$ cat config.mk
export PLATFORM = sky130hd
export DESIGN_NAME = battery_gauge_filter_top
export DESIGN_NICKNAME = d
export VERILOG_FILES = /design/src/sv/bgf_pkg.sv /design/src/sv/bgf_ram.sv /design/src/sv/bgf_mul.sv /design/src/sv/bgf_div.sv /design/src/sv/battery_gauge_filter_top.sv
export SDC_FILE = /design/constraint.sdc
export NUM_CORES = 1
export LEC_CHECK = 0
export BUFFER_PORTS_ARGS = -buffer_cell sky130_fd_sc_hd__buf_2
export CAP_MARGIN = 15
export CORE_ASPECT_RATIO = 1.25
export CORE_MARGIN = 2
export CORE_UTILIZATION = 63
export DETAILED_ROUTE_END_ITERATION = 8
export PLACE_DENSITY = 0.8
export SLEW_MARGIN = 20
export SYNTH_ARGS = -nofsm -noshare
export SYNTH_HDL_FRONTEND = slang
export SYNTH_HIERARCHICAL = 1
export SYNTH_SLANG_ARGS = --single-unit
$ cat constraint.sdc
create_clock -name clk_i -period 5.52 [get_ports clk_i]
set_clock_uncertainty 0.2 [all_clocks]
set_input_delay 0.276 -clock clk_i [delete_from_list [all_inputs] [get_ports clk_i]]
set_output_delay 0.276 -clock clk_i [all_outputs]
set_load 0.02 [all_outputs]
$ cat src/sv/bgf_pkg.sv
// Battery gauge filter: shared widths, constants, payload structs and register indexes.
// No dependencies; imported by bgf_mul, bgf_div and the top level.
package bgf_pkg;

  // Ring depth and derived widths
  localparam int MAX_WINDOW = 20;
  localparam int RING_AW    = (MAX_WINDOW > 1) ? $clog2(MAX_WINDOW) : 1;
  localparam int FILL_W     = $clog2(MAX_WINDOW + 1);

  // Field widths
  localparam int MV_W       = 16;
  localparam int PCT_W      = 7;
  localparam int LEN_CFG_W  = 5;
  localparam int RING_W     = MV_W + PCT_W;

  // Arithmetic widths
  localparam int SUM_MV_W   = MV_W + FILL_W;
  localparam int SUM_PCT_W  = PCT_W + FILL_W;
  localparam int PROD_W     = MV_W + PCT_W;
  localparam int DIV_W      = (SUM_MV_W > PROD_W) ? SUM_MV_W : PROD_W;
  localparam int DVS_W      = (FILL_W > PCT_W) ? FILL_W : PCT_W;

  // Config port
  localparam int CFG_IDX_W  = 3;
  localparam int CFG_DATA_W = 16;

  localparam logic [CFG_IDX_W-1:0] CFG_FILTER_LENGTH  = 3'd0;
  localparam logic [CFG_IDX_W-1:0] CFG_RAMP_INTERVAL  = 3'd1;
  localparam logic [CFG_IDX_W-1:0] CFG_EMPTY_MV       = 3'd2;
  localparam logic [CFG_IDX_W-1:0] CFG_FULL_MV        = 3'd3;
  localparam logic [CFG_IDX_W-1:0] CFG_LOW_LIMIT_MV   = 3'd4;
  localparam logic [CFG_IDX_W-1:0] CFG_FULL_LIMIT_PCT = 3'd5;

  // Reset values
  localparam logic [FILL_W-1:0] RST_FILTER_LENGTH  = FILL_W'(5);
  localparam logic [MV_W-1:0]   RST_RAMP_INTERVAL  = 16'd30;
  localparam logic [MV_W-1:0]   RST_EMPTY_MV       = 16'd2800;
  localparam logic [MV_W-1:0]   RST_FULL_MV        = 16'd4062;
  localparam logic [MV_W-1:0]   RST_LOW_LIMIT_MV   = 16'd0;
  localparam logic [PCT_W-1:0]  RST_FULL_LIMIT_PCT = 7'd100;

  // Behavior constants
  localparam logic [PCT_W-1:0]  RAMP_CAP     = 7'd99;
  localparam logic [DVS_W-1:0]  PCT_SCALE    = DVS_W'(100);
  localparam logic [1:0]        SETTLE_COUNT = 2'd2;

  typedef enum logic [1:0] {
    PS_DISC = 2'd0,
    PS_CONN = 2'd1,
    PS_CHRG = 2'd2
  } pstate_e;

  typedef struct packed {
    logic             charge_level;
    logic             pg_pin_level;
    logic [MV_W-1:0]  raw_mv;
    logic [PCT_W-1:0] raw_pct;
    logic             adc_ok;
  } bgf_in_t;

  typedef struct packed {
    logic [1:0]       power_state;
    logic             is_charging;
    logic             is_connected;
    logic [MV_W-1:0]  shown_mv;
    logic [PCT_W-1:0] shown_pct;
    logic             critically_low;
    logic             fully_charged;
    logic             meas_error;
  } bgf_out_t;

endpackage

$ cat src/sv/bgf_ram.sv
// Generic single-write, single-read RAM with registered read data.
// No dependencies.
module bgf_ram #(
  parameter int WIDTH = 8,
  parameter int DEPTH = 16
) (
  input  logic                                    clk_i,
  input  logic                                    we_i,
  input  logic [((DEPTH > 1) ? $clog2(DEPTH) : 1)-1:0] waddr_i,
  input  logic [WIDTH-1:0]                        wdata_i,
  input  logic                                    re_i,
  input  logic [((DEPTH > 1) ? $clog2(DEPTH) : 1)-1:0] raddr_i,
  output logic [WIDTH-1:0]                        rdata_o
);

  logic [WIDTH-1:0] mem_q [DEPTH];
  logic [WIDTH-1:0] rdata_q;

  always_ff @(posedge clk_i) begin
    if (we_i) begin
      mem_q[waddr_i] <= wdata_i;
    end
    if (re_i) begin
      rdata_q <= mem_q[raddr_i];
    end
  end

  assign rdata_o = rdata_q;

endmodule

$ cat src/sv/bgf_mul.sv
// Bit-serial shift-add multiplier: percent times millivolt span, one multiplier bit a cycle.
// Depends on bgf_pkg.
module bgf_mul
  import bgf_pkg::*;
(
  input  logic              clk_i,
  input  logic              rst_ni,
  input  logic              start_i,
  input  logic [PCT_W-1:0]  a_i,
  input  logic [MV_W-1:0]   b_i,
  output logic              done_o,
  output logic [PROD_W-1:0] prod_o
);

  localparam int CNT_W = $clog2(PCT_W + 1);

  logic [MV_W-1:0]  hi_q, hi_d;
  logic [PCT_W-1:0] lo_q, lo_d;
  logic [MV_W-1:0]  b_q, b_d;
  logic [CNT_W-1:0] cnt_q, cnt_d;
  logic             busy_q, busy_d;
  logic             done_q, done_d;
  logic [MV_W:0]    sum;

  always_comb begin
    sum    = {1'b0, hi_q} + {1'b0, (lo_q[0] ? b_q : '0)};
    hi_d   = hi_q;
    lo_d   = lo_q;
    b_d    = b_q;
    cnt_d  = cnt_q;
    busy_d = busy_q;
    done_d = 1'b0;
    if (start_i) begin
      hi_d   = '0;
      lo_d   = a_i;
      b_d    = b_i;
      cnt_d  = CNT_W'(PCT_W);
      busy_d = 1'b1;
    end else if (busy_q) begin
      hi_d  = sum[MV_W:1];
      lo_d  = {sum[0], lo_q[PCT_W-1:1]};
      cnt_d = cnt_q - CNT_W'(1);
      if (cnt_q == CNT_W'(1)) begin
        busy_d = 1'b0;
        done_d = 1'b1;
      end
    end
  end

  always_ff @(posedge clk_i or negedge rst_ni) begin
    if (!rst_ni) begin
      hi_q   <= '0;
      lo_q   <= '0;
      b_q    <= '0;
      cnt_q  <= '0;
      busy_q <= 1'b0;
      done_q <= 1'b0;
    end else begin
      hi_q   <= hi_d;
      lo_q   <= lo_d;
      b_q    <= b_d;
      cnt_q  <= cnt_d;
      busy_q <= busy_d;
      done_q <= done_d;
    end
  end

  assign done_o = done_q;
  assign prod_o = {hi_q, lo_q};

endmodule

$ cat src/sv/bgf_div.sv
// Restoring bit-serial divider: one quotient bit a cycle, narrow remainder.
// Depends on bgf_pkg.
module bgf_div
  import bgf_pkg::*;
(
  input  logic             clk_i,
  input  logic             rst_ni,
  input  logic             start_i,
  input  logic [DIV_W-1:0] dividend_i,
  input  logic [DVS_W-1:0] divisor_i,
  output logic             done_o,
  output logic [DIV_W-1:0] quo_o
);

  localparam int CNT_W = $clog2(DIV_W + 1);

  logic [DVS_W-1:0] rem_q, rem_d;
  logic [DIV_W-1:0] quo_q, quo_d;
  logic [DVS_W-1:0] dvs_q, dvs_d;
  logic [CNT_W-1:0] cnt_q, cnt_d;
  logic             busy_q, busy_d;
  logic             done_q, done_d;
  logic [DVS_W:0]   trial;
  logic [DVS_W:0]   diff;
  logic             ge;

  always_comb begin
    // shift next dividend bit into the partial remainder
    trial  = {rem_q, quo_q[DIV_W-1]};
    ge     = (trial >= {1'b0, dvs_q});
    diff   = trial - {1'b0, dvs_q};
    rem_d  = rem_q;
    quo_d  = quo_q;
    dvs_d  = dvs_q;
    cnt_d  = cnt_q;
    busy_d = busy_q;
    done_d = 1'b0;
    if (start_i) begin
      rem_d  = '0;
      quo_d  = dividend_i;
      dvs_d  = divisor_i;
      cnt_d  = CNT_W'(DIV_W);
      busy_d = 1'b1;
    end else if (busy_q) begin
      rem_d = ge ? diff[DVS_W-1:0] : trial[DVS_W-1:0];
      quo_d = {quo_q[DIV_W-2:0], ge};
      cnt_d = cnt_q - CNT_W'(1);
      if (cnt_q == CNT_W'(1)) begin
        busy_d = 1'b0;
        done_d = 1'b1;
      end
    end
  end

  always_ff @(posedge clk_i or negedge rst_ni) begin
    if (!rst_ni) begin
      rem_q  <= '0;
      quo_q  <= '0;
      dvs_q  <= '0;
      cnt_q  <= '0;
      busy_q <= 1'b0;
      done_q <= 1'b0;
    end else begin
      rem_q  <= rem_d;
      quo_q  <= quo_d;
      dvs_q  <= dvs_d;
      cnt_q  <= cnt_d;
      busy_q <= busy_d;
      done_q <= done_d;
    end
  end

  assign done_o = done_q;
  assign quo_o  = quo_q;

endmodule

$ cat src/sv/battery_gauge_filter_top.sv
// Battery gauge filter top level: power state tracking, charge ramp, moving average.
// Depends on bgf_pkg, bgf_ram, bgf_mul, bgf_div.
//
//   channel | valid       | stall        | payload            | direction
//   --------+-------------+--------------+--------------------+----------
//   sample  | in_valid_i  | in_stall_o   | in_i  (bgf_in_t)   | in
//   result  | out_valid_o | out_stall_i  | out_o (bgf_out_t)  | out
//   config  | cfg_we_i    | (none)       | cfg_idx_i/data_i   | in
//
// One request in flight at a time; in_stall_o is high from acceptance until the
// result is loaded into the output register. Averaging request: fill reads of the
// ring RAM plus the 23-step serial divider. Ramp step: the 7-step serial multiply,
// then the divide by 100 in the same divider. Other requests skip the arithmetic
// and go straight to the output register.
// Reset clears all control state and loads register defaults; the ring RAM is
// not cleared, fill count guards it. A stalled result holds the next request in
// its final state until the output register frees up.
module battery_gauge_filter_top
  import bgf_pkg::*;
(
  input  logic                  clk_i,
  input  logic                  rst_ni,
  // sample channel
  input  logic                  in_valid_i,
  output logic                  in_stall_o,
  input  bgf_in_t               in_i,
  // result channel
  output logic                  out_valid_o,
  input  logic                  out_stall_i,
  output bgf_out_t              out_o,
  // config write port
  input  logic                  cfg_we_i,
  input  logic [CFG_IDX_W-1:0]  cfg_idx_i,
  input  logic [CFG_DATA_W-1:0] cfg_data_i
);

  typedef enum logic [2:0] {
    S_IDLE,
    S_DECIDE,
    S_SUM,
    S_MUL,
    S_DIV,
    S_EMIT
  } state_e;

  // control / state registers
  state_e              state_q, state_d;
  pstate_e             run_q, run_d;
  logic [1:0]          settle_q, settle_d;
  logic [MV_W-1:0]     rc_q, rc_d;
  logic [RING_AW-1:0]  pos_q, pos_d;
  logic [FILL_W-1:0]   fill_q, fill_d;
  logic [MV_W-1:0]     held_mv_q, held_mv_d;
  logic [PCT_W-1:0]    held_pct_q, held_pct_d;
  logic [FILL_W-1:0]   cnt_q, cnt_d;
  logic                rd_vld_q, rd_vld_d;
  logic                ramp_q, ramp_d;
  logic                mul_start_q, mul_start_d;
  logic                div_start_q, div_start_d;
  logic                out_valid_q, out_valid_d;

  // latched request
  logic                chg_q, chg_d;
  logic                con_q, con_d;
  logic [MV_W-1:0]     mv_q, mv_d;
  logic [PCT_W-1:0]    pct_q, pct_d;
  logic                ok_q, ok_d;

  // accumulators and result
  logic [SUM_MV_W-1:0]  smv_q, smv_d;
  logic [SUM_PCT_W-1:0] spct_q, spct_d;
  bgf_out_t             out_q, out_d;

  // config registers
  logic [FILL_W-1:0]   len_q, len_d;
  logic [MV_W-1:0]     ri_q, ri_d;
  logic [MV_W-1:0]     empty_q, empty_d;
  logic [MV_W-1:0]     full_q, full_d;
  logic [MV_W-1:0]     low_q, low_d;
  logic [PCT_W-1:0]    flim_q, flim_d;

  // datapath helpers
  logic                charging, connected;
  pstate_e             nxt_ps;
  logic [MV_W-1:0]     iv, rc_inc, span;
  logic [PCT_W-1:0]    pct_inc;
  logic [RING_AW-1:0]  pos_sel;
  logic [FILL_W-1:0]   pos_inc;
  logic                ram_we, ram_re;
  logic [RING_W-1:0]   ram_rdata;
  logic [MV_W-1:0]     rd_mv;
  logic [PCT_W-1:0]    rd_pct;
  logic [LEN_CFG_W-1:0] len_raw;
  logic [FILL_W-1:0]   len_eff;
  logic                mul_done, div_done;
  logic [PROD_W-1:0]   prod;
  logic [DIV_W-1:0]    quo_mv, quo_pct;
  logic [DIV_W-1:0]    dvd_mv, dvd_pct;
  logic [DVS_W-1:0]    dvs_mv, dvs_pct;

  assign charging  = ~in_i.charge_level;
  assign connected = ~in_i.pg_pin_level;
  assign nxt_ps    = charging ? PS_CHRG : (connected ? PS_CONN : PS_DISC);

  // ramp helpers; zero interval acts as one
  assign iv      = (ri_q == '0) ? MV_W'(1) : ri_q;
  assign rc_inc  = (rc_q < iv) ? rc_q + MV_W'(1) : rc_q;
  assign pct_inc = held_pct_q + PCT_W'(1);
  assign span    = (full_q >= empty_q) ? full_q - empty_q : '0;

  // ring write slot wraps when the window shrank below the pointer
  assign pos_sel = (FILL_W'(pos_q) >= len_q) ? '0 : pos_q;
  assign pos_inc = FILL_W'(pos_sel) + FILL_W'(1);

  assign rd_mv  = ram_rdata[RING_W-1:PCT_W];
  assign rd_pct = ram_rdata[PCT_W-1:0];

  // filter length write: zero counts as one, clamp to ring depth
  assign len_raw = cfg_data_i[LEN_CFG_W-1:0];
  always_comb begin
    if (len_raw == '0) begin
      len_eff = FILL_W'(1);
    end else if (32'(len_raw) > 32'(MAX_WINDOW)) begin
      len_eff = FILL_W'(MAX_WINDOW);
    end else begin
      len_eff = FILL_W'(len_raw);
    end
  end

  // shared divider inputs: ramp uses the product over 100
  assign dvd_mv  = ramp_q ? DIV_W'(prod) : DIV_W'(smv_q);
  assign dvs_mv  = ramp_q ? PCT_SCALE : DVS_W'(fill_q);
  assign dvd_pct = DIV_W'(spct_q);
  assign dvs_pct = DVS_W'(fill_q);

  always_comb begin
    state_d     = state_q;
    run_d       = run_q;
    settle_d    = settle_q;
    rc_d        = rc_q;
    pos_d       = pos_q;
    fill_d      = fill_q;
    held_mv_d   = held_mv_q;
    held_pct_d  = held_pct_q;
    cnt_d       = cnt_q;
    rd_vld_d    = 1'b0;
    ramp_d      = ramp_q;
    mul_start_d = 1'b0;
    div_start_d = 1'b0;
    out_valid_d = out_valid_q;
    chg_d       = chg_q;
    con_d       = con_q;
    mv_d        = mv_q;
    pct_d       = pct_q;
    ok_d        = ok_q;
    smv_d       = smv_q;
    spct_d      = spct_q;
    out_d       = out_q;
    len_d       = len_q;
    ri_d        = ri_q;
    empty_d     = empty_q;
    full_d      = full_q;
    low_d       = low_q;
    flim_d      = flim_q;
    ram_we      = 1'b0;
    ram_re      = 1'b0;

    if (out_valid_q && !out_stall_i) begin
      out_valid_d = 1'b0;
    end

    unique case (state_q)
      S_IDLE: begin
        if (in_valid_i) begin
          chg_d   = charging;
          con_d   = connected;
          mv_d    = in_i.raw_mv;
          pct_d   = in_i.raw_pct;
          ok_d    = in_i.adc_ok;
          run_d   = nxt_ps;
          // transition actions
          if (nxt_ps != run_q) begin
            if (nxt_ps == PS_CHRG) begin
              settle_d = '0;
              rc_d     = '0;
            end
            if (run_q == PS_CHRG && nxt_ps == PS_CONN) begin
              pos_d  = '0;
              fill_d = '0;
            end
            if (nxt_ps == PS_DISC) begin
              settle_d = SETTLE_COUNT;
              pos_d    = '0;
              fill_d   = '0;
            end
          end
          state_d = S_DECIDE;
        end
      end

      S_DECIDE: begin
        priority if (!ok_q) begin
          state_d = S_EMIT;
        end else if (run_q == PS_CHRG) begin
          if (rc_inc >= iv && held_pct_q < RAMP_CAP) begin
            rc_d        = '0;
            held_pct_d  = pct_inc;
            ramp_d      = 1'b1;
            mul_start_d = 1'b1;
            state_d     = S_MUL;
          end else begin
            rc_d    = rc_inc;
            state_d = S_EMIT;
          end
        end else if (settle_q != '0) begin
          settle_d = settle_q - 2'd1;
          state_d  = S_EMIT;
        end else begin
          // push sample, then sum entries 0..fill-1
          ram_we  = 1'b1;
          pos_d   = (pos_inc == len_q) ? '0 : RING_AW'(pos_inc);
          fill_d  = (fill_q < len_q) ? fill_q + FILL_W'(1) : fill_q;
          cnt_d   = '0;
          smv_d   = '0;
          spct_d  = '0;
          ramp_d  = 1'b0;
          state_d = S_SUM;
        end
      end

      S_SUM: begin
        ram_re   = (cnt_q < fill_q);
        rd_vld_d = ram_re;
        if (ram_re) begin
          cnt_d = cnt_q + FILL_W'(1);
        end
        if (rd_vld_q) begin
          smv_d  = smv_q + SUM_MV_W'(rd_mv);
          spct_d = spct_q + SUM_PCT_W'(rd_pct);
        end
        if (!ram_re && !rd_vld_q) begin
          div_start_d = 1'b1;
          state_d     = S_DIV;
        end
      end

      S_MUL: begin
        if (mul_done) begin
          div_start_d = 1'b1;
          state_d     = S_DIV;
        end
      end

      S_DIV: begin
        if (div_done) begin
          if (ramp_q) begin
            held_mv_d = empty_q + quo_mv[MV_W-1:0];
          end else begin
            held_mv_d  = quo_mv[MV_W-1:0];
            held_pct_d = quo_pct[PCT_W-1:0];
          end
          state_d = S_EMIT;
        end
      end

      S_EMIT: begin
        if (!out_valid_q || !out_stall_i) begin
          out_d.power_state    = run_q;
          out_d.is_charging    = chg_q;
          out_d.is_connected   = con_q;
          out_d.shown_mv       = held_mv_q;
          out_d.shown_pct      = held_pct_q;
          out_d.critically_low = (held_mv_q < low_q);
          out_d.fully_charged  = (held_pct_q >= flim_q) && con_q && !chg_q;
          out_d.meas_error     = !ok_q;
          out_valid_d          = 1'b1;
          state_d              = S_IDLE;
        end
      end

      default: begin
        state_d = S_IDLE;
      end
    endcase

    // config writes must arrive only while idle; the block itself does not enforce this
    if (cfg_we_i) begin
      unique case (cfg_idx_i)
        CFG_FILTER_LENGTH: begin
          if (len_eff != len_q) begin
            len_d      = len_eff;
            pos_d      = '0;
            fill_d     = '0;
            held_mv_d  = '0;
            held_pct_d = '0;
          end
        end
        CFG_RAMP_INTERVAL:  ri_d    = cfg_data_i[MV_W-1:0];
        CFG_EMPTY_MV:       empty_d = cfg_data_i[MV_W-1:0];
        CFG_FULL_MV:        full_d  = cfg_data_i[MV_W-1:0];
        CFG_LOW_LIMIT_MV:   low_d   = cfg_data_i[MV_W-1:0];
        CFG_FULL_LIMIT_PCT: flim_d  = cfg_data_i[PCT_W-1:0];
        default: ;
      endcase
    end
  end

  always_ff @(posedge clk_i or negedge rst_ni) begin
    if (!rst_ni) begin
      state_q     <= S_IDLE;
      run_q       <= PS_DISC;
      settle_q    <= '0;
      rc_q        <= '0;
      pos_q       <= '0;
      fill_q      <= '0;
      held_mv_q   <= '0;
      held_pct_q  <= '0;
      cnt_q       <= '0;
      rd_vld_q    <= 1'b0;
      ramp_q      <= 1'b0;
      mul_start_q <= 1'b0;
      div_start_q <= 1'b0;
      out_valid_q <= 1'b0;
      chg_q       <= 1'b0;
      con_q       <= 1'b0;
      mv_q        <= '0;
      pct_q       <= '0;
      ok_q        <= 1'b0;
      smv_q       <= '0;
      spct_q      <= '0;
      out_q       <= '0;
      len_q       <= RST_FILTER_LENGTH;
      ri_q        <= RST_RAMP_INTERVAL;
      empty_q     <= RST_EMPTY_MV;
      full_q      <= RST_FULL_MV;
      low_q       <= RST_LOW_LIMIT_MV;
      flim_q      <= RST_FULL_LIMIT_PCT;
    end else begin
      state_q     <= state_d;
      run_q       <= run_d;
      settle_q    <= settle_d;
      rc_q        <= rc_d;
      pos_q       <= pos_d;
      fill_q      <= fill_d;
      held_mv_q   <= held_mv_d;
      held_pct_q  <= held_pct_d;
      cnt_q       <= cnt_d;
      rd_vld_q    <= rd_vld_d;
      ramp_q      <= ramp_d;
      mul_start_q <= mul_start_d;
      div_start_q <= div_start_d;
      out_valid_q <= out_valid_d;
      chg_q       <= chg_d;
      con_q       <= con_d;
      mv_q        <= mv_d;
      pct_q       <= pct_d;
      ok_q        <= ok_d;
      smv_q       <= smv_d;
      spct_q      <= spct_d;
      out_q       <= out_d;
      len_q       <= len_d;
      ri_q        <= ri_d;
      empty_q     <= empty_d;
      full_q      <= full_d;
      low_q       <= low_d;
      flim_q      <= flim_d;
    end
  end

  // moving-average ring: {mv, pct} per entry
  bgf_ram #(
    .WIDTH (RING_W),
    .DEPTH (MAX_WINDOW)
  ) u_ring (
    .clk_i   (clk_i),
    .we_i    (ram_we),
    .waddr_i (pos_sel),
    .wdata_i ({mv_q, pct_q}),
    .re_i    (ram_re),
    .raddr_i (cnt_q[RING_AW-1:0]),
    .rdata_o (ram_rdata)
  );

  bgf_mul u_mul (
    .clk_i   (clk_i),
    .rst_ni  (rst_ni),
    .start_i (mul_start_q),
    .a_i     (held_pct_q),
    .b_i     (span),
    .done_o  (mul_done),
    .prod_o  (prod)
  );

  // millivolt divider, also serves the ramp's divide by 100
  bgf_div u_div_mv (
    .clk_i      (clk_i),
    .rst_ni     (rst_ni),
    .start_i    (div_start_q),
    .dividend_i (dvd_mv),
    .divisor_i  (dvs_mv),
    .done_o     (div_done),
    .quo_o      (quo_mv)
  );

  // percent divider runs alongside for averages; its done matches the mv unit
  bgf_div u_div_pct (
    .clk_i      (clk_i),
    .rst_ni     (rst_ni),
    .start_i    (div_start_q && !ramp_q),
    .dividend_i (dvd_pct),
    .divisor_i  (dvs_pct),
    .done_o     (),
    .quo_o      (quo_pct)
  );

  assign in_stall_o  = (state_q != S_IDLE);
  assign out_valid_o = out_valid_q;
  assign out_o       = out_q;

endmodule
**After elaboration in Yosys (flattened, before gate mapping)**

Memory sizes are Yosys's and may differ from the RTL's. A register that Yosys moved wholly into a read port is not among the register bits.
Index checks and enable logic that the tools add are counted.

- $add $sub $neg: 16
- Order comparisons: 12
- Equal/unequal tests: 36
- Multiplexer cells: 145
- Bitwise operators: 2
- Reduce and logical (&&, ||, !) cells: 41

Operator list:

| operator | number |
|---|---|
| two-way mux 16 bit | 18 |
| two-way mux 5 bit | 33 |
| two-way mux 7 bit | 17 |
| two-way mux 23 bit | 5 |
| two-way mux 21 bit | 4 |
| two-way mux 12 bit | 4 |
| case mux 21 bit (2 select lines) | 1 |
| two-way mux 1 bit | 35 |
| two-way mux 3 bit | 11 |
| >= comparator 16 bit | 2 |
| less-than comparator 16 bit | 2 |
| case mux 16 bit (2 select lines) | 1 |
| case mux 5 bit (2 select lines) | 3 |
| != test 2 bit, second input constant | 13 |
| case mux 12 bit (2 select lines) | 1 |
| adder 21 x 16 -> 21 bit | 1 |
| case mux 3 bit (6 select lines) | 1 |
| adder 16 x 16 -> 17 bit | 1 |
| adder 16 x 1 -> 16 bit, second input constant | 1 |
| adder 16 bit | 1 |
| zero test 16 bit | 1 |
| two-way mux 2 bit | 8 |
| subtractor 16 bit | 1 |
| adder 5 x 1 -> 5 bit, second input constant | 3 |
| other kinds (43) | 84 |

- Bits in registers: 360
- Bits in writable memories: 460
- Output and inout bits: 32
- Memories kept: 1

Memory list:

| memory | words | width | rd ports | clocked after memory_dff | write ports | RTL line | text |
|---|---|---|---|---|---|---|---|
| u_ring.mem_q | 20 | 23 | 1 | 1 | 1 | bgf_ram.sv:16 | `logic [WIDTH-1:0] mem_q [DEPTH];` |

**Depth between registers and ports, before layout**

Gate-level depths: netlist of the first run.

- Depth in word-level cells: 13
- Gate-level depth with buffers: 22
- Depth with buffers taken out: 20

**Modules after synthesis**

The synthesis of the first run kept the hierarchy.

Modules (own cells, without submodules):

| module | times used | cells an instance | area an instance (µm²) |
|---|---|---|---|
| bgf_ram | 1 | 962 | 18540.3 |
| battery_gauge_filter_top | 1 | 1563 | 14381.3 |
| bgf_div | 2 | 248 | 2469.9 |
| bgf_mul | 1 | 252 | 2593.7 |

**Worst setup path after synthesis of the first run**

Ideal clock, no wire load.

- Path kind: flip-flop to flip-flop
- From: register ri_q[4]
- To: register held_pct_q[3]
- Setup time: 78 ps
- Arrival time: 4141 ps
- Data required time: 5242 ps
- Slack: 1101 ps
- Cell stages (with the launch flop): 22
- Path buffers: 1
- Period minus slack after synthesis: 4419 ps
- Cells stage by stage: dfstp_2 -> inv_1 -> ha_1 -> a21o_1 -> a21o_1 -> a211oi_2 -> nand3_1 -> a31oi_2 -> buf_4 -> nand2_1 -> nor2_1 -> xor2_1 -> ha_1 -> a21o_1 -> a221o_1 -> a31oi_1 -> o21ai_1 -> a21oi_2 -> nor2_8 -> nand3_1 -> mux2_1 -> a21oi_1

- Cells in the longest elaborated chain, start to end: 13

RTL lines:

| item | RTL line | text |
|---|---|---|
| start, declared | battery_gauge_filter_top.sv:76 | `logic [MV_W-1:0] ri_q, ri_d;` |
| start signal, assigned | battery_gauge_filter_top.sv:362 | `ri_q <= ri_d;` |
| zero test 16 bit | battery_gauge_filter_top.sv:106 | `assign iv = (ri_q == '0) ? MV_W'(1) : ri_q;` |
| two-way mux 16 bit * | battery_gauge_filter_top.sv:106 |  |
| less-than comparator 16 bit | battery_gauge_filter_top.sv:107 | `assign rc_inc = (rc_q < iv) ? rc_q + MV_W'(1) : rc_q;` |
| two-way mux 16 bit | battery_gauge_filter_top.sv:107 |  |
| >= comparator 16 bit * | battery_gauge_filter_top.sv:205 | `if (rc_inc >= iv && held_pct_q < RAMP_CAP) begin` |
| logical AND 1 bit * | battery_gauge_filter_top.sv:205 |  |
| two-way mux 7 bit * | battery_gauge_filter_top.sv:205 |  |
| two-way mux 7 bit * | battery_gauge_filter_top.sv:204 | `end else if (run_q == PS_CHRG) begin` |
| two-way mux 7 bit * | battery_gauge_filter_top.sv:202 | `priority if (!ok_q) begin` |
| case mux 7 bit (2 select lines) * | battery_gauge_filter_top.sv:172 | `unique case (state_q)` |
| two-way mux 7 bit | battery_gauge_filter_top.sv:290 | `if (len_eff != len_q) begin` |
| two-way mux 7 bit | battery_gauge_filter_top.sv:288 | `unique case (cfg_idx_i)` |
| two-way mux 7 bit * | battery_gauge_filter_top.sv:287 | `if (cfg_we_i) begin` |
| via held_pct_d[3] | battery_gauge_filter_top.sv:54 | `logic [PCT_W-1:0] held_pct_q, held_pct_d;` |
| end signal, assigned | battery_gauge_filter_top.sv:346 | `held_pct_q <= held_pct_d;` |
| end, declared | battery_gauge_filter_top.sv:54 |  |

The timed path passes the listed nets; every way through them passes the cells marked *.
A chain may end at the register's enable or synchronous reset.

**Worst setup path after layout of the first run**

Ends and elaborated chain as after synthesis.

==> results of run 1 <==
-- power groups by stage --
| stage | clock network (mW) | registers, mW | logic [mW] |
|---|---|---|---|
| finish | 5.51 | 9.04 | 5.43 |
| global route | 5.81 | 9.17 | 5.95 |
| CTS | 5.56 | 9.02 | 5.38 |
| detailed placement | 0 | 9.14 | 5.30 |
| global placement | 0 | 9.05 | 5.09 |
| floorplan | 0 | 8.72 | 4.26 |
-- sequential cells by signal, summed over array words and instances (netlist names), 21 cells and up --
register,count
u_div_pct/quo_o,23
u_div_mv/quo_o,23
u_ring/rdata_o,23
smv_q,21
u_ring/mem_q,460
out_o,29
-- layout by cell type (no fill, tap or decap), types with 29 or more instances in the layout --
cell type,count
nor3_1,29
nand2_1,385
ha_1,162
nand3_1,40
mux2_2,88
xnor2_1,58
buf_4,49
nor2_1,144
mux2i_1,253
nand2b_1,32
inv_1,123
clkbuf_1,29
edfxtp_1,483
xor2_1,41
a211oi_1,48
clkbuf_16,84
o21ai_0,211
a21o_1,50
nand4_1,46
dfrtp_1,331
a21oi_1,81
buf_2,80
o22ai_1,29
dlygate4sd3_1,47
nor2b_1,35
-- final cells by class --
type	count	area, sq um
tap	840	1051
clock buffer	124	2362
timing repair buffer	179	1294
clock inverter	31	290.3
antenna	1	2.502
fill	4211	18460
multi-input combinational	2167	15800
sequential	843	23550
inverter	126	473.0
-- routing by layer --
metal | wire, um | track usage, % | vias up
met5 | 0 | 0 | -
met4 | 4878 | 14.79 | 0
met3 | 5755 | 3.671 | 304
met2 | 49620 | 52.48 | 1079
met1 | 37960 | 37.14 | 13430
li1 | - | - | 12260
-- how the worst min path moves through the flow --
stage	cells after the start	end	from	slack, ps
floorplan	0	cnt_q[0]	rst_ni	-220
global placement	1	out_o[24]	rst_ni	130
detailed placement	1	out_o[24]	rst_ni	130
CTS	4	len_q[0]	cfg_idx_i[1]	2
global route	4	full_q[4]	cfg_we_i	80
finish	2	out_o[24]	rst_ni	6
-- stage by stage --
stage                     setup slack [ps]  utilization (%)  instances
after global routing                 154.8            70.83       4310
after global placement               644.1            65.87       4108
after detailed placement             596.8            65.89       4108
after CTS                            582.7            70.82       4310
final                                622.0            70.83       4311
after floorplan                       1101                -       3283
==> results.md, run 1 <==
- Final nets: approximately 3600
- DIE AREA: around 0.066 sq mm
- Layout area overhead: 10.87%
- Worst-path cell chain: inv_1 -> ha_1 -> a21o_1 -> a21o_1 -> a211oi_2 -> nand3_1 -> a31oi_2 -> nand2_1 -> nor2_1 -> xor2_1 -> ha_1 -> a21o_1 -> a221o_1 -> a31oi_1 -> o21ai_1 -> a21oi_2 -> nor2_8 -> nand3_1 -> mux2_1 -> a21oi_1
- Synth Instances: 3271
- Yosys warnings: 6
- Post-DR vias/cell: around 6.3
- Worst slew margin: 24.39%
- P_leak: about 18 nW
- Internal power: between 10 and 15 mW
- Hold WS: ~5.9 ps
- Tcrit/Tclk final: roughly nine tenths
- Worst EP required: between 5000 and 6000 ps
- HP Class: in -> async
- Drt first-iter violations: between 2000 and 2500
- Layout cells sized above 1: about 14%
- Setup repair bufs after CTS: 0
- Cell Pwr Density: between 400 and 500 mW/mm^2
- Startpoint type of the worst setup path: flop
- Fmax achieved: around 200 MHz
- First-pass GRT wire length: 154300 um
- Routability cong.: roughly 0.86
- Reg-to-reg endpoint: held_pct_q[3]
- Crit-path max cell delay: between 500 and 600 ps
- Placed cell area: between 0.04 and 0.05 sq mm
- Net Sw Frac: 33.35%
- # port buffers: 81
- Boundary pin count: slightly above 80
- Final hold violations: 0
- Clock power share: 27.6%
- Least-Margin Pin Slew: approximately 1100 ps
- Clock Tree Buf Depth: 3
- Root buf cell: clkbuf_16
- WP depth: 20
- Skew-Pair Late Insertion Delay: about 640 ps
- Final count of negative-setup-slack endpoints: 0
- Crit-path most repeated cell: a21o_1
- Starting density of the core: between 60% and 70%
- CTS tree: done
- Area of the core: roughly 0.063 sq mm
- Die width: 230.6 um
- Die Ht: between 200 and 300 um
- # H-tree levels: 3
- Final min period: between 4000 and 5000 ps
- Post-Syn Area: 0.04043 sq mm
- Worst Setup End Kind: flop
- HPWL Detailed: about 62000 um
- Post-route ant nets: 0
- CTS sink cnt: 843
- Syn_area_per_cell: roughly 12 sq um
- Wirelength per Cell: about 23 um
- WP buf/inv: 1
- RSZ-0062 raised after global routing: no
- Sw Pwr: between 6 and 7 mW
- Hold Buf Count CTS: 47
- Design Area, Final: between 0.04 and 0.05 sq mm
- MaxCap Viol Count: 0
- Logic pwr share: between 20% and 30%
- Tot GR Track Use: 30.03%
- Outcome: complete, no violations
- Pre-Repair DR Iteration Count: 5
- Worst Setup SP: ri_q[4]
- Slowest CP cell: dfstp_2
- CP endpoint: held_pct_q[3]
- Reg2Reg Depth: 20
- Max VDD drop: around 500 uV
- Largest net degree at the start of global routing: between 100 and 150
- Setup slack, reg-to-reg: about 620 ps
- Congestion Overflow GR: 0
- Kind of critical path: reg -> reg
- Initial antenna violation count: 0
- Worst Path Arrival: approximately 5300 ps
- Cell row count: between 100 and 150
- Reg clk slew, reported paths: 70 ps
- DR vias: about 27000
- Crit Path Max Fanout: 8
- Vias in the first global route: around 28000
- Drc violations: 0
- CTS buffer count: between 80 and 90
- Critical path's top delay family: compound AO/OA/AOI/OAI gates
- Fin. max-slew vios: 0
- Post-cts resize count: 0
- Reg power frac: a little under half
- Drt total wl: about 98000 um
- Setup_tns: 0 ps
- Final Power: approximately 20 mW
- Crit Reg-Reg Startpoint: ri_q[4]
No activity file was read; power rests on OpenSTA's default activity.
==> inputs of run 2 (changes only) <==
--- a/config.mk
+++ b/config.mk
@@ -11,7 +11,7 @@
 export CORE_MARGIN = 2
 export CORE_UTILIZATION = 63
 export DETAILED_ROUTE_END_ITERATION = 8
-export PLACE_DENSITY = 0.8
+export PLACE_DENSITY = 0.87
 export SLEW_MARGIN = 20
 export SYNTH_ARGS = -nofsm -noshare
 export SYNTH_HDL_FRONTEND = slang
==> run 2 against run 1 <==
Compared with the run above:
- utilization grew 0.52 points
- fmax hardly changed
- worst hold slack gained 25 ps
- sequential share of layout area shrank 0.38 points
- critical endpoint unchanged
- clock power increased by 8.3%
- largest power group unchanged
- clock-buffer cell count fell by 20
- sequential power increased by 0.6%
- die area did not move
- sequential cell count unchanged
- first-iteration DRC count rose by 7.3%
==> results.md, run 2 (synthesis results as in run 1) <==
- Commonest non-fill, non-tap cell in the layout: edfxtp_1
- Final count of negative-setup-slack endpoints: 0 (unchanged)
- Die width: 230.6 um (unchanged)
- Logic pwr share: 26.4% (-0.8 points)
- Slowest CP cell: dfstp_2
- Post-route ant nets: 0 (unchanged)
- Cell Pwr Density: 453.4 mW/mm^2 (+1.7%)
- CTS sink cnt: 843 (unchanged)
- Crit Path Max Fanout: 8 (unchanged)
- Skew-Pair Late Insertion Delay: 650 ps (about the same)
- Congestion Overflow GR: 0 (unchanged)
- Max reg flops: 460 (unchanged)
- Layout cells sized above 1: 14.99% (+0.64 points)
- HPWL Detailed: 61310 um (-0.79%)
- DP Worst Slack: 648.8 ps (+52.02 ps)
- Setup_tns: 0 ps (unchanged)
- Post-cts resize count: 0 (unchanged)
- Outcome: complete, no violations
- Placed cell area: 0.04176 sq mm (+0.16%)
- Reg-to-reg endpoint: held_pct_q[3]
- HP Class: in -> async
- Starting density of the core: 63.89% (unchanged)
- Reg2Reg Depth: 20 (unchanged)
- Fin. max-slew vios: 0 (unchanged)
- Dpl cells: 4112 (+0.097%)
- Area of the core: 0.06328 sq mm (unchanged)
- Max VDD drop: 442.2 uV (-8.9%)
- P_leak: 17.71 nW (+0.97%)
- # H-tree levels: 3 (unchanged)
- Die Ht: 287.2 um (unchanged)
- Kind of critical path: reg -> reg
- Startpoint type of the worst setup path: flop
- Ant diodes: 0 (-1)
- WP buf/inv: 2 (+1)
- Worst EP required: 5870 ps (about the same)
- Routability cong.: 0.8749 (+1.4%)
- Internal power: 13.73 mW (+3.1%)
- Drt total wl: 99330 um (+1.1%)
- Worst slew margin: 26.70% (+2.3 points)
- Crit Reg-Reg Startpoint: ri_q[4]
- CTS buffer count: 83 (unchanged)
- First-pass GRT wire length: 154700 um (+0.30%)
- Setup repair bufs after CTS: 0 (unchanged)
- Layout area overhead: 11.69%
- Vias in the first global route: 27790 (-0.99%)
- CTS tree: done
- Largest net degree at the start of global routing: 107 (-7.0%)
- Setup slack, reg-to-reg: 620 ps (about the same)
- Most frequent cells in the layout: edfxtp_1, nand2_1, dfrtp_1
- MaxCap Viol Count: 0 (unchanged)
- Pre-Repair DR Iteration Count: 6 (+1)
- Drt first-iter violations: 2633 (+7.3%)
- Clock Tree Buf Depth: 3 (unchanged)
- # port buffers: 81 (unchanged)
- Worst Setup End Kind: flop
- Clock power share: 29.2% (+1.6 points)
- Wirelength per Cell: 23.02 um (+1.0%)
- Core Util, Final: 71.35% (+0.52 points)
- DIE AREA: 0.06622 sq mm (unchanged)
- Sw Pwr: 6.741 mW (+1.2%)
- Reg power frac: 44.4% (-0.9 points)
- Reg clk slew, reported paths: 60 ps (about the same)
- Crit-path most repeated cell: nand3_1
- Final hold violations: 0 (unchanged)
- Final min period: 4902 ps (+3.918 ps)
- Design Area, Final: 0.04515 sq mm (+0.74%)
- DR vias: 27210 (+0.47%)
- Tcrit/Tclk final: 88.80% (about the same)
- Post-DR vias/cell: 6.305 (+0.38%)
- RSZ-0062 raised after global routing: no
- Drc violations: 0 (unchanged)
- Net Sw Frac: 32.92% (-0.42 points)
- Fmax achieved: 204.0 MHz (about the same)
- Crit-path max cell delay: 530 ps (about the same)
- Initial antenna violation count: 2 (+2)
- Least-Margin Pin Slew: 1099 ps (-35.26 ps)
- Largest Register: u_ring/mem_q
- Cell row count: 103 (unchanged)
- Boundary pin count: 82 (unchanged)
- Tot GR Track Use: 30.36% (+0.33 points)
- Hold Buf Count CTS: 50 (+6.4%)
- Root buf cell: clkbuf_16
- Final WS setup: 618.1 ps (-3.918 ps)
- Worst Path Arrival: 5250 ps (about the same)
- Post-Layout Cell Count: 4315 (+0.093%)
- Critical path's top delay family: compound AO/OA/AOI/OAI gates
- Final nets: 3626 (+0.19%)
- Worst-path cell chain: inv_1 -> ha_1 -> a21o_1 -> a21o_1 -> a211oi_2 -> nand3_1 -> a31oi_2 -> buf_4 -> and4_1 -> nand3_1 -> xnor2_1 -> ha_1 -> nand3_1 -> or3_1 -> o21ai_1 -> a21oi_2 -> nor2_8 -> nand3_1 -> mux2_1 -> a21oi_1
==> run 2: layer usage <==
metal | track usage, % | part of all wire, % | wire length, um | vias up
met5 | 0 | 0.024 | 24 | -
met4 | 16.63 | 5.6 | 5602 | 4
met3 | 3.978 | 5.8 | 5754 | 327
met2 | 54.19 | 51 | 51090 | 1107
met1 | 35.61 | 37 | 36850 | 13480
li1 | - | - | - | 12290
==> run 2: power by group through the flow <==
stage | clock, mW | sequential, mW | combinational, mW
5_1_grt | 6.28 | 9.22 | 5.92
4_1_cts | 6.01 | 9.07 | 5.37
6_report | 5.97 | 9.09 | 5.41
3_3_place_gp | 0 | 9.11 | 5.08
2_1_floorplan | 0 | 8.72 | 4.26
3_5_place_dp | 0 | 9.17 | 5.25
==> run 2: worst max path at each step <==
stage	from	depth (start not counted)	endpoint
4_1_cts	ri_q[4]	21	held_pct_q[3]
3_5_place_dp	ri_q[4]	21	held_pct_q[3]
6_report	ri_q[4]	20	held_pct_q[3]
2_1_floorplan	ri_q[4]	21	held_pct_q[3]
3_3_place_gp	ri_q[4]	21	held_pct_q[3]
5_1_grt	ri_q[4]	21	rc_q[7]
==> run 2: cell type report <==
type,count,area [sq um]
well taps,840,1051
multi-input cells,2167,15790
clock buffers,104,2246
fillers,4036,18130
flip-flops and latches,843,23550
repair buffers,186,1391
inverters,126,473.0
clock inverters,49,643.1
==> run 2: per-stage QoR <==
stage          hold slack, ps  power (mW)
2_1_floorplan          -219.6       12.98
3_3_place_gp            160.5       14.18
3_5_place_dp            164.1       14.42
4_1_cts                 41.19       20.45
5_1_grt                 110.0       21.41
6_report                31.33       20.47
==> run 2: worst reg2reg max path, stage by stage (launching register included) <==
cell and delay, ps:
dfstp_2 530, inv_1 70, ha_1 180, a21o_1 170, a21o_1 200, a211oi_2 240
nand3_1 120, a31oi_2 200, buf_4 180, and4_1 320, nand3_1 150, xnor2_1 160
ha_1 300, nand3_1 130, or3_1 390, o21ai_1 280, a21oi_2 210, nor2_8 180
nand3_1 100, mux2_1 330, a21oi_1 160
